[src/hw/rtl/sest_pkg.sv]
package sest_pkg;

    localparam int SLOTS = 4;
    localparam int IDX_W = (SLOTS > 1) ? $clog2(SLOTS) : 1;
    localparam int CNT_W = $clog2(SLOTS + 1);

    localparam logic [7:0]  SENT_8  = 8'hFF;
    localparam logic [15:0] SENT_16 = 16'hFFFF;

    typedef enum logic [1:0] {
        OP_ADD    = 2'd0,
        OP_REMOVE = 2'd1,
        OP_READ   = 2'd2,
        OP_CLEAR  = 2'd3
    } sest_op_t;

    typedef enum logic [2:0] {
        ST_DONE      = 3'd0,
        ST_PRESENT   = 3'd1,
        ST_FULL      = 3'd2,
        ST_NOT_FOUND = 3'd3,
        ST_RANGE     = 3'd4
    } sest_status_t;

    typedef struct packed {
        logic [15:0] channel;
        logic [7:0]  slot;
        logic [7:0]  shelf;
        logic [15:0] conn_id;
    } sest_entry_t;

    typedef struct packed {
        sest_op_t    operation;
        logic [15:0] channel;
        logic [7:0]  slot;
        logic [7:0]  shelf;
        logic [15:0] conn_id;
        logic [7:0]  index;
    } sest_in_t;

    typedef struct packed {
        sest_status_t status;
        logic [2:0]   count;
        logic         entry_valid;
        logic [15:0]  out_channel;
        logic [7:0]   out_slot;
        logic [7:0]   out_shelf;
        logic [15:0]  out_conn_id;
    } sest_out_t;

    typedef struct packed {
        logic hit;
        logic free;
    } sest_cmp_t;

    function automatic logic [2:0] sat_count(input logic [CNT_W-1:0] c);
        logic [2:0] r;
        if (int'(c) > 7)
        begin
            r = 3'd7;
        end
        else
        begin
            r = 3'(c);
        end
        return r;
    endfunction

endpackage

[src/hw/rtl/source_endpoint_set_table.sv]
// add and remove scan every entry in S_SCAN, then pass through S_FINISH before the done strobe;
// read and clear go straight from S_IDLE to S_FINISH; done is registered from S_FINISH
// a new command is accepted only while idle, so add and remove are paced by the scan,
// set by the single compare unit that visits one entry per cycle
// reset empties the table and leaves the block idle; results cannot be stalled
module source_endpoint_set_table
    import sest_pkg::*;
(
    input  logic      clk,
    input  logic      rst_n,
    input  logic      start,
    output logic      busy,
    input  sest_in_t  cmd,
    output logic      done,
    output sest_out_t result
);

    typedef enum logic [1:0] {
        S_IDLE,
        S_SCAN,
        S_FINISH
    } state_t;

    state_t            state_reg;
    sest_in_t          cmd_reg;
    logic [SLOTS-1:0]  valid_reg;
    logic [CNT_W-1:0]  count_reg;
    logic [IDX_W-1:0]  scan_idx_reg;
    logic              hit_found_reg;
    logic [IDX_W-1:0]  hit_idx_reg;
    logic              free_found_reg;
    logic [IDX_W-1:0]  free_idx_reg;
    logic              done_reg;
    sest_out_t         result_reg;
    sest_out_t         result_next;

    sest_entry_t       entry_fields_reg [SLOTS];

    sest_entry_t       key;
    sest_entry_t       cur_entry;
    logic              cur_present;
    sest_cmp_t         cmp;
    logic              wr_en;
    logic              in_range;

    assign key.channel = cmd_reg.channel;
    assign key.slot    = cmd_reg.slot;
    assign key.shelf   = cmd_reg.shelf;
    assign key.conn_id = cmd_reg.conn_id;

    assign cur_entry   = entry_fields_reg[scan_idx_reg];
    assign cur_present = valid_reg[scan_idx_reg];
    assign in_range    = cmd.index < 8'(SLOTS);

    sest_cmp u_cmp (
        .entry   (cur_entry),
        .present (cur_present),
        .key     (key),
        .res     (cmp)
    );

    assign wr_en = (state_reg == S_FINISH) && (cmd_reg.operation == OP_ADD) &&
                   !hit_found_reg && free_found_reg;

    always_ff @(posedge clk)
    begin
        if (wr_en)
        begin
            entry_fields_reg[free_idx_reg] <= key;
        end
    end

    always_comb
    begin
        result_next       = '0;
        result_next.count = sat_count(count_reg);
        case (cmd_reg.operation)
            OP_ADD:
            begin
                if (hit_found_reg)
                begin
                    result_next.status = ST_PRESENT;
                end
                else if (free_found_reg)
                begin
                    result_next.status = ST_DONE;
                    result_next.count  = sat_count(count_reg + 1'b1);
                end
                else
                begin
                    result_next.status = ST_FULL;
                end
            end
            OP_REMOVE:
            begin
                if (hit_found_reg)
                begin
                    result_next.status = ST_DONE;
                    result_next.count  = sat_count(count_reg - 1'b1);
                end
                else
                begin
                    result_next.status = ST_NOT_FOUND;
                end
            end
            OP_READ:
            begin
                if (cmd_reg.index >= 8'(SLOTS))
                begin
                    result_next.status      = ST_RANGE;
                    result_next.out_channel = SENT_16;
                    result_next.out_slot    = SENT_8;
                    result_next.out_shelf   = SENT_8;
                    result_next.out_conn_id = SENT_16;
                end
                else if (cur_present)
                begin
                    result_next.status      = ST_DONE;
                    result_next.entry_valid = 1'b1;
                    result_next.out_channel = cur_entry.channel;
                    result_next.out_slot    = cur_entry.slot;
                    result_next.out_shelf   = cur_entry.shelf;
                    result_next.out_conn_id = cur_entry.conn_id;
                end
                else
                begin
                    result_next.status = ST_DONE;
                end
            end
            OP_CLEAR:
            begin
                result_next.status = ST_DONE;
                result_next.count  = 3'd0;
            end
            default:
            begin
                result_next.status = ST_DONE;
            end
        endcase
    end

    always_ff @(posedge clk or negedge rst_n)
    begin
        if (!rst_n)
        begin
            state_reg      <= S_IDLE;
            valid_reg      <= '0;
            count_reg      <= '0;
            scan_idx_reg   <= '0;
            hit_found_reg  <= 1'b0;
            hit_idx_reg    <= '0;
            free_found_reg <= 1'b0;
            free_idx_reg   <= '0;
            done_reg       <= 1'b0;
            cmd_reg        <= '0;
            result_reg     <= '0;
        end
        else
        begin
            done_reg <= (state_reg == S_FINISH);
            case (state_reg)
                S_IDLE:
                begin
                    if (start)
                    begin
                        cmd_reg        <= cmd;
                        hit_found_reg  <= 1'b0;
                        free_found_reg <= 1'b0;
                        if (cmd.operation inside {OP_ADD, OP_REMOVE})
                        begin
                            scan_idx_reg <= '0;
                            state_reg    <= S_SCAN;
                        end
                        else
                        begin
                            // read goes through the same entry port as the scan
                            if (in_range)
                            begin
                                scan_idx_reg <= cmd.index[IDX_W-1:0];
                            end
                            state_reg <= S_FINISH;
                        end
                    end
                end
                S_SCAN:
                begin
                    if (cmp.hit && !hit_found_reg)
                    begin
                        hit_found_reg <= 1'b1;
                        hit_idx_reg   <= scan_idx_reg;
                    end
                    if (cmp.free && !free_found_reg)
                    begin
                        free_found_reg <= 1'b1;
                        free_idx_reg   <= scan_idx_reg;
                    end
                    if (scan_idx_reg == IDX_W'(SLOTS - 1))
                    begin
                        state_reg <= S_FINISH;
                    end
                    else
                    begin
                        scan_idx_reg <= scan_idx_reg + 1'b1;
                    end
                end
                S_FINISH:
                begin
                    state_reg  <= S_IDLE;
                    result_reg <= result_next;
                    case (cmd_reg.operation)
                        OP_ADD:
                        begin
                            if (!hit_found_reg && free_found_reg)
                            begin
                                valid_reg[free_idx_reg] <= 1'b1;
                                count_reg               <= count_reg + 1'b1;
                            end
                        end
                        OP_REMOVE:
                        begin
                            if (hit_found_reg)
                            begin
                                valid_reg[hit_idx_reg] <= 1'b0;
                                count_reg              <= count_reg - 1'b1;
                            end
                        end
                        OP_CLEAR:
                        begin
                            valid_reg <= '0;
                            count_reg <= '0;
                        end
                        default:
                        begin
                        end
                    endcase
                end
                default:
                begin
                    state_reg <= S_IDLE;
                end
            endcase
        end
    end

    assign busy   = (state_reg != S_IDLE);
    assign done   = done_reg;
    assign result = result_reg;

    a_count_matches_valid: assert property (@(posedge clk) disable iff (!rst_n)
        count_reg == CNT_W'($countones(valid_reg)))
        else $error("occupancy count differs from valid bits");

    a_count_bounded: assert property (@(posedge clk) disable iff (!rst_n)
        count_reg <= CNT_W'(SLOTS))
        else $error("occupancy count above table size");

    a_accept_goes_busy: assert property (@(posedge clk) disable iff (!rst_n)
        (start && !busy) |=> busy)
        else $error("accepted command did not start");

    a_done_after_busy: assert property (@(posedge clk) disable iff (!rst_n)
        done |-> $past(busy))
        else $error("result strobe without work in progress");

    a_full_only_when_full: assert property (@(posedge clk) disable iff (!rst_n)
        (done && result.status == ST_FULL) |-> count_reg == CNT_W'(SLOTS))
        else $error("table full reported with free entries");

endmodule

[src/hw/rtl/sest_cmp.sv]
module sest_cmp
    import sest_pkg::*;
(
    input  sest_entry_t entry,
    input  logic        present,
    input  sest_entry_t key,
    output sest_cmp_t   res
);

    // exact four-field match against one stored entry
    always_comb
    begin
        res.hit  = present && (entry.channel == key.channel) && (entry.slot == key.slot) &&
                   (entry.shelf == key.shelf) && (entry.conn_id == key.conn_id);
        res.free = !present;
    end

endmodule
[config.mk]
export PLATFORM = sky130hd
export DESIGN_NAME = source_endpoint_set_table
export DESIGN_NICKNAME = d
export VERILOG_FILES = /design/src/hw/rtl/sest_pkg.sv /design/src/hw/rtl/source_endpoint_set_table.sv /design/src/hw/rtl/sest_cmp.sv
export SDC_FILE = /design/constraint.sdc
export NUM_CORES = 1
export LEC_CHECK = 0
export BUFFER_PORTS_ARGS = -buffer_cell sky130_fd_sc_hd__buf_2
export CAP_MARGIN = 25
export CORE_MARGIN = 1.5
export CORE_UTILIZATION = 60
export CTS_CLUSTER_SIZE = 8
export DETAILED_ROUTE_END_ITERATION = 6
export GPL_ROUTABILITY_DRIVEN = 0
export GPL_TIMING_DRIVEN = 0
export PLACE_DENSITY = 0.86
export SLEW_MARGIN = 20
export SYNTH_ARGS = -nofsm -noshare
export SYNTH_HDL_FRONTEND = slang
export SYNTH_HIERARCHICAL = 1
export SYNTH_SLANG_ARGS = --single-unit
[constraint.sdc]
create_clock -name clk -period 11.05 [get_ports clk]
set_clock_uncertainty 0.05 [all_clocks]
set_input_delay 1.105 -clock clk [delete_from_list [all_inputs] [get_ports clk]]
set_output_delay 1.105 -clock clk [all_outputs]
set_load 0.01 [all_outputs]
=== Word level (Yosys, flattened, before mapping) ===
Memories as Yosys holds them, arrays and structs flattened.
Index checks and enable logic that the tools add are counted.

* Memories kept: 1
* Bits in latches: 0
* Word-level logic and storage cells: 126
* Output and inout bits: 57
* ROM bits: 0
* Bits in registers: 131
* Memory bits (writable): 192

{| class="wikitable"
|+ Memory list
! name !! words !! width !! rd ports !! clocked after memory_dff !! wr ports !! RTL line !! text
|-
| entry_fields_reg || 4 || 48 || 1 || 0 || 1 || source_endpoint_set_table.sv:37 || <nowiki>sest_entry_t entry_fields_reg [SLOTS];</nowiki>
|}

* Eq/ne operators: 19
* Add/subtract/negate cells: 3
* Bitwise gates (word level): 3
* Shift operators: 0
* Div/mod/pow operators: 0
* Mux-type cells: 40
* $lt $le $gt $ge: 7
* $mul: 0
* Reduce and logical (&&, ||, !) cells: 31

{| class="wikitable"
|+ Operators with widths
! operator !! count
|-
| $mux W49 || 2
|-
| $mux W48 || 1
|-
| $eq A16 B16 Y1 || 2
|-
| $mux W2 || 10
|-
| $pmux W3 S3 || 2
|-
| $eq A8 B8 Y1 || 2
|-
| $mux W3 || 5
|-
| $logic_and A1 B1 Y1 || 12
|-
| $ne A2 B2 Y1 const B || 6
|-
| $pmux W3 S4 || 1
|-
| $pmux W4 S3 || 1
|-
| $lt A2 B3 Y1 const B || 3
|-
| $mux W1 || 9
|-
| $reduce_and A3 Y1 || 3
|-
| $eq A2 B2 Y1 const B || 4
|-
| $ge A8 B3 Y1 const B || 1
|-
| $lt A8 B3 Y1 const B || 1
|-
| $mux W4 || 2
|-
| $pmux W2 S2 || 2
|-
| $reduce_and A2 Y1 || 4
|-
| $reduce_and A4 Y1 || 2
|-
| $eq A2 B1 Y1 const B || 3
|-
| $logic_not A2 Y1 || 3
|-
| $reduce_bool A2 Y1 || 3
|-
| other kinds (14) || 19
|}

=== Depth between registers and ports, before layout ===
* Word-level depth: 9
* Depth in mapped cells: 10

=== Cells and area by module ===
Netlist, hierarchy kept.

{| class="wikitable"
|+ Modules (own cells, without submodules)
! module !! times used !! cells an instance !! area an instance (sq um)
|-
| source_endpoint_set_table || 1 || 743 || 12348.1
|-
| sest_cmp || 1 || 71 || 549.3
|}

=== Worst setup path before layout ===
No wires, ideal clock.

* Path type: reg-to-reg
* From: register state_reg[0]
* To: memory entry_fields_reg[0][0] (netlist bit) (enable)
* Clock period less this slack: 3.584 ns
* Arrival: 3.088 ns
* Cell stages (with the launch flop): 5
* Library setup time: 0.447 ns
* Path slack: 7.466 ns
* Cells stage by stage: dfrtp_1 > nand2b_1 > buf_2 > or4_4 > nor3_2

* Word-level cells in the longest chain between the ends: 6

{| class="wikitable"
|+ RTL lines
! item !! RTL line !! text
|-
| from (decl) || source_endpoint_set_table.sv:24 || <nowiki>state_t state_reg;</nowiki>
|-
| from (signal assigned) || source_endpoint_set_table.sv:146 || <nowiki>state_reg <= S_IDLE;</nowiki>
|-
| from (signal assigned) || source_endpoint_set_table.sv:172 || <nowiki>state_reg <= S_SCAN;</nowiki>
|-
| from (signal assigned) || source_endpoint_set_table.sv:181 || <nowiki>state_reg <= S_FINISH;</nowiki>
|-
| $eq A2 B2 Y1 || source_endpoint_set_table.sv:62 || <nowiki>assign wr_en = (state_reg == S_FINISH) && (cmd_reg.operation == OP_ADD) &&</nowiki>
|-
| $logic_and A1 B1 Y1 (2 in a row) || source_endpoint_set_table.sv:62 ||
|-
| $logic_and A1 B1 Y1 || source_endpoint_set_table.sv:63 || <nowiki>!hit_found_reg && free_found_reg;</nowiki>
|-
| $mux W1 || source_endpoint_set_table.sv:67 || <nowiki>if (wr_en)</nowiki>
|-
| $mux W1 (implied by the code) || source_endpoint_set_table.sv:69 || <nowiki>entry_fields_reg[free_idx_reg] <= key;</nowiki>
|-
| to (decl) || source_endpoint_set_table.sv:37 ||
|}

Every way passes these cells.

==> flow_results.org <==
** Routing
- Remaining routing DRC violations :: 0
- Once detail routing completed, the nets flagged for antenna violations numbered 0.
- The pre-antenna-repair detailed-routing pass consisted of 5 iterations.
- Dividing the detail-routed wire length by the instance count gives 24.71 um.
- Wirelength, routed :: 32150 um
- Post-detailed-route via-to-cell ratio :: 6.308
- Initial DRC count :: 835
- Number of vias after detailed routing :: 8207

** CTS
- Clock Tree Buf Depth :: 3
- Number of gates given a new drive strength after cts :: 0
- Number of H-tree branching levels :: 2
- Clk Latency, worst-skew pair :: 0.56 ns
- After clock tree synthesis, the setup repair step added 0 buffers.
- Clock transition at the register clock pins on the worst setup and hold paths after CTS :: 0.05 ns
- Number of buffers created by CTS :: 46
- In this run, post-CTS hold repair placed 0 buffers.
- The tree built by TritonCTS fans out to 321 sinks.
- TritonCTS built the clock tree.
- Cell at the root of the clock tree :: sky130_fd_sc_hd__clkbuf_16

** Floorplan
- The initial utilization of the core area, before any placement, comes to 0.6135.
- The floorplan step set the die height to 149.6 um.
- I/O pins :: 118
- Num rows :: 53
- Horiz. Die Dim :: 149.6 um
- The die covers 22380 sq um.
- Area inside the core boundary :: 21020 sq um

** Worst setup path
- The worst setup path is captured at a register.
- Arrival time at the worst endpoint :: 4.59 ns
- Crit Path Max Fanout :: 10
- Critical setup path kind :: reg -> reg
- Setup crit start kind :: register
- Crit path required time :: 11.46 ns

** Power and ir drop
- Power after layout :: 4.506 mW
- Leak Pwr :: 5.763 nW
- Maximum ir drop on the vdd rail :: 0.0002071 V
- In this run the power density over the cells is 292.4 nW/um^2.

** STA
- Setup violations remaining at the end of the flow were counted as 0.
- Unrepaired setup endpoints after global routing :: false
- At the pin with the least slew margin, the transition time is 0.8467 ns.
- Timing would allow up to 0.2394 GHz.
- The routed design could run at a clock period as short as 4.177 ns.
- The final max-slew violation count is 0.
- Across all setup checks in the final design, the least slack found is 6.873 ns.
- Final Cycle Share :: 0.3780
- Headroom to the max-slew limit came out at 0.4355.
- For the final routed database, the setup TNS stands at 0 ns.
- Final hold viol count :: 0
- On the final layout, the worst hold slack is 0.3944 ns.

** Synth
- sky130_fd_sc_hd__edfxtp_1 takes more of the synthesized area than any other cell.
- Synth Cell Area :: 12900 sq um
- Synthesis produced a netlist whose cell count is 814.
- Synth async-reset ratio :: 0.4019
- Most instantiated cells after synthesis :: sky130_fd_sc_hd__edfxtp_1, sky130_fd_sc_hd__dfrtp_1, sky130_fd_sc_hd__nand2_1
- Cell variety after synth :: 51
- Number of nets produced by synthesis :: 878
- Top-area cell type share of the netlist area :: 0.4470
- For this run, the leading register cell type out of synthesis is sky130_fd_sc_hd__edfxtp_1.
- By instance count, the leading cell after synthesis is sky130_fd_sc_hd__edfxtp_1.
- The average instance in the mapped netlist occupies 15.84 sq um.
- FF+latch count, synth :: 321
- Number of flops mapped to enable cells by yosys :: 192
- For this run, the register share of the synthesized area comes to 0.6973.
- Biggest area contributors in the synthesized netlist :: sky130_fd_sc_hd__edfxtp_1, sky130_fd_sc_hd__dfrtp_1, sky130_fd_sc_hd__mux4_2, sky130_fd_sc_hd__mux2_2, sky130_fd_sc_hd__a21oi_1
- YS warnings :: 6

** Worst hold path
- The min-delay analysis places its worst path in the category in -> async.

** Cells and area
- Antenna diode count :: 0
- Synthesis-to-finish area growth :: 19.47%
- Nets@finish :: 1055
- Fraction of final layout cells sized beyond drive strength 1 :: 0.3070
- The finished layout holds 1301 standard cells, fillers aside.
- The register with the most flip-flops in the layout has 192 of them.

** Placed design
- Placed wire-length estimate after detailed placement :: 20530 um
- Count of placed standard cells including taps :: 1218
- Prior to clock tree synthesis, the placed netlist has a worst setup slack of 7.072 ns.
- In this run the tool buffered the top-level ports with 117 buffer cells.

** Global routing
- The first global-routing pass estimated 49090 um of wire.
- Antenna violations before repair :: 0
- Global routing finished with a remaining overflow of 0.
- Entering global routing, the biggest net connects 88 pins.
- Across every metal layer, demand over resource in global routing totals 0.3030.
- The via count of the first global-routing pass is 8543.

** Status
- The run finished with clean final reports.

** Job
- # Max-Cap Violations :: 0
==> routing by layer <==
metal,up-vias,track usage,wire length [um]
li1,3432,-,-
met1,4131,0.3866,11540
met2,531,0.4899,15980
met3,113,0.07012,3017
met4,0,0.1564,1610
met5,-,0,0
==> path summary, 6_finish.rpt <==
check / startpoint / to / slack, ns / cells after the start
max in group asynchronous: rst_n / cmd_reg[15]$_DFFE_PN0P_ / 9.80 / 2
setup reg to reg: scan_idx_reg[1]$_DFFE_PN0P_ / hit_idx_reg[1]$_DFFE_PN0P_ / 6.87 / 10
min in group clk: result[53]$_DFFE_PN0N_ / result[53]$_DFFE_PN0N_ / 0.41 / 2
hold reg to reg: result[53]$_DFFE_PN0N_ / result[53]$_DFFE_PN0N_ / 0.41 / 2
setup / recovery: scan_idx_reg[1]$_DFFE_PN0P_ / hit_idx_reg[1]$_DFFE_PN0P_ / 6.87 / 10
hold / removal: rst_n / cmd_reg[2]$_DFFE_PN0P_ / 0.39 / 1
==> worst max-delay path: stages, from the launching register on <==
cell,delay (ns)
sky130_fd_sc_hd__dfrtp_1,0.35
sky130_fd_sc_hd__clkbuf_1,0.37
sky130_fd_sc_hd__clkbuf_1,0.64
sky130_fd_sc_hd__mux4_2,0.44
sky130_fd_sc_hd__xnor2_1,0.37
sky130_fd_sc_hd__nand4_1,0.18
sky130_fd_sc_hd__or4_1,0.52
sky130_fd_sc_hd__nor4_2,0.52
sky130_fd_sc_hd__nor3b_1,0.45
sky130_fd_sc_hd__nand2_1,0.10
sky130_fd_sc_hd__o21ai_0,0.11
==> layout make-up <==
class	count	area, sq um
fill	1239	5613
clock buffer	80	1300
tap	275	344.1
sequential	321	8994
clock inverter	3	37.54
inverter	15	56.30
buffer	47	200.2
timing repair buffer	129	810.8
multi-input combinational	431	3666
==> placed cells by master, fill, tap and decap left out, drive strengths merged, types with 2 or more instances in the layout <==
cell type,n
nand2b,8
nor3,2
o21ai,57
clkbuf,106
buf,150
a2bb2oi,2
o22a,2
a31oi,3
inv,17
a21o,2
nand2,65
mux4,49
o22ai,2
a21oi,64
or4,2
ha,3
nor2,18
edfxtp,192
dfrtp,129
nand3,4
nor3b,3
xnor2,12
nor4,11
mux2,60
nand4,5
nor2b,4
xor2,36
nand3b,2
==> power breakdown <==
group          switching, mW  internal (mW)
registers              0.284           1.63
clock network          0.504          0.793
logic                  0.741          0.556
==> stage by stage <==
stage | cell area [sq um] | utilization
2_1_floorplan | 12900 | -
3_3_place_gp | 13830 | 0.6578
3_5_place_dp | 14070 | 0.6694
4_1_cts | 15410 | 0.7330
5_1_grt | 15410 | 0.7330
6_report | 15410 | 0.7330
==> kinds of logic after synthesis <==
group / synth area share
DFF: 0.6973
muxes: 0.1380
and+or+nand+nor: 0.04860
buffers and inverters: 0.01989
adders and majority gates: 0.002911
xor gates and xnor gates: 0.03260
AOI/OAI and AO/OA: 0.06073
(Power assumes the default switching activity.)
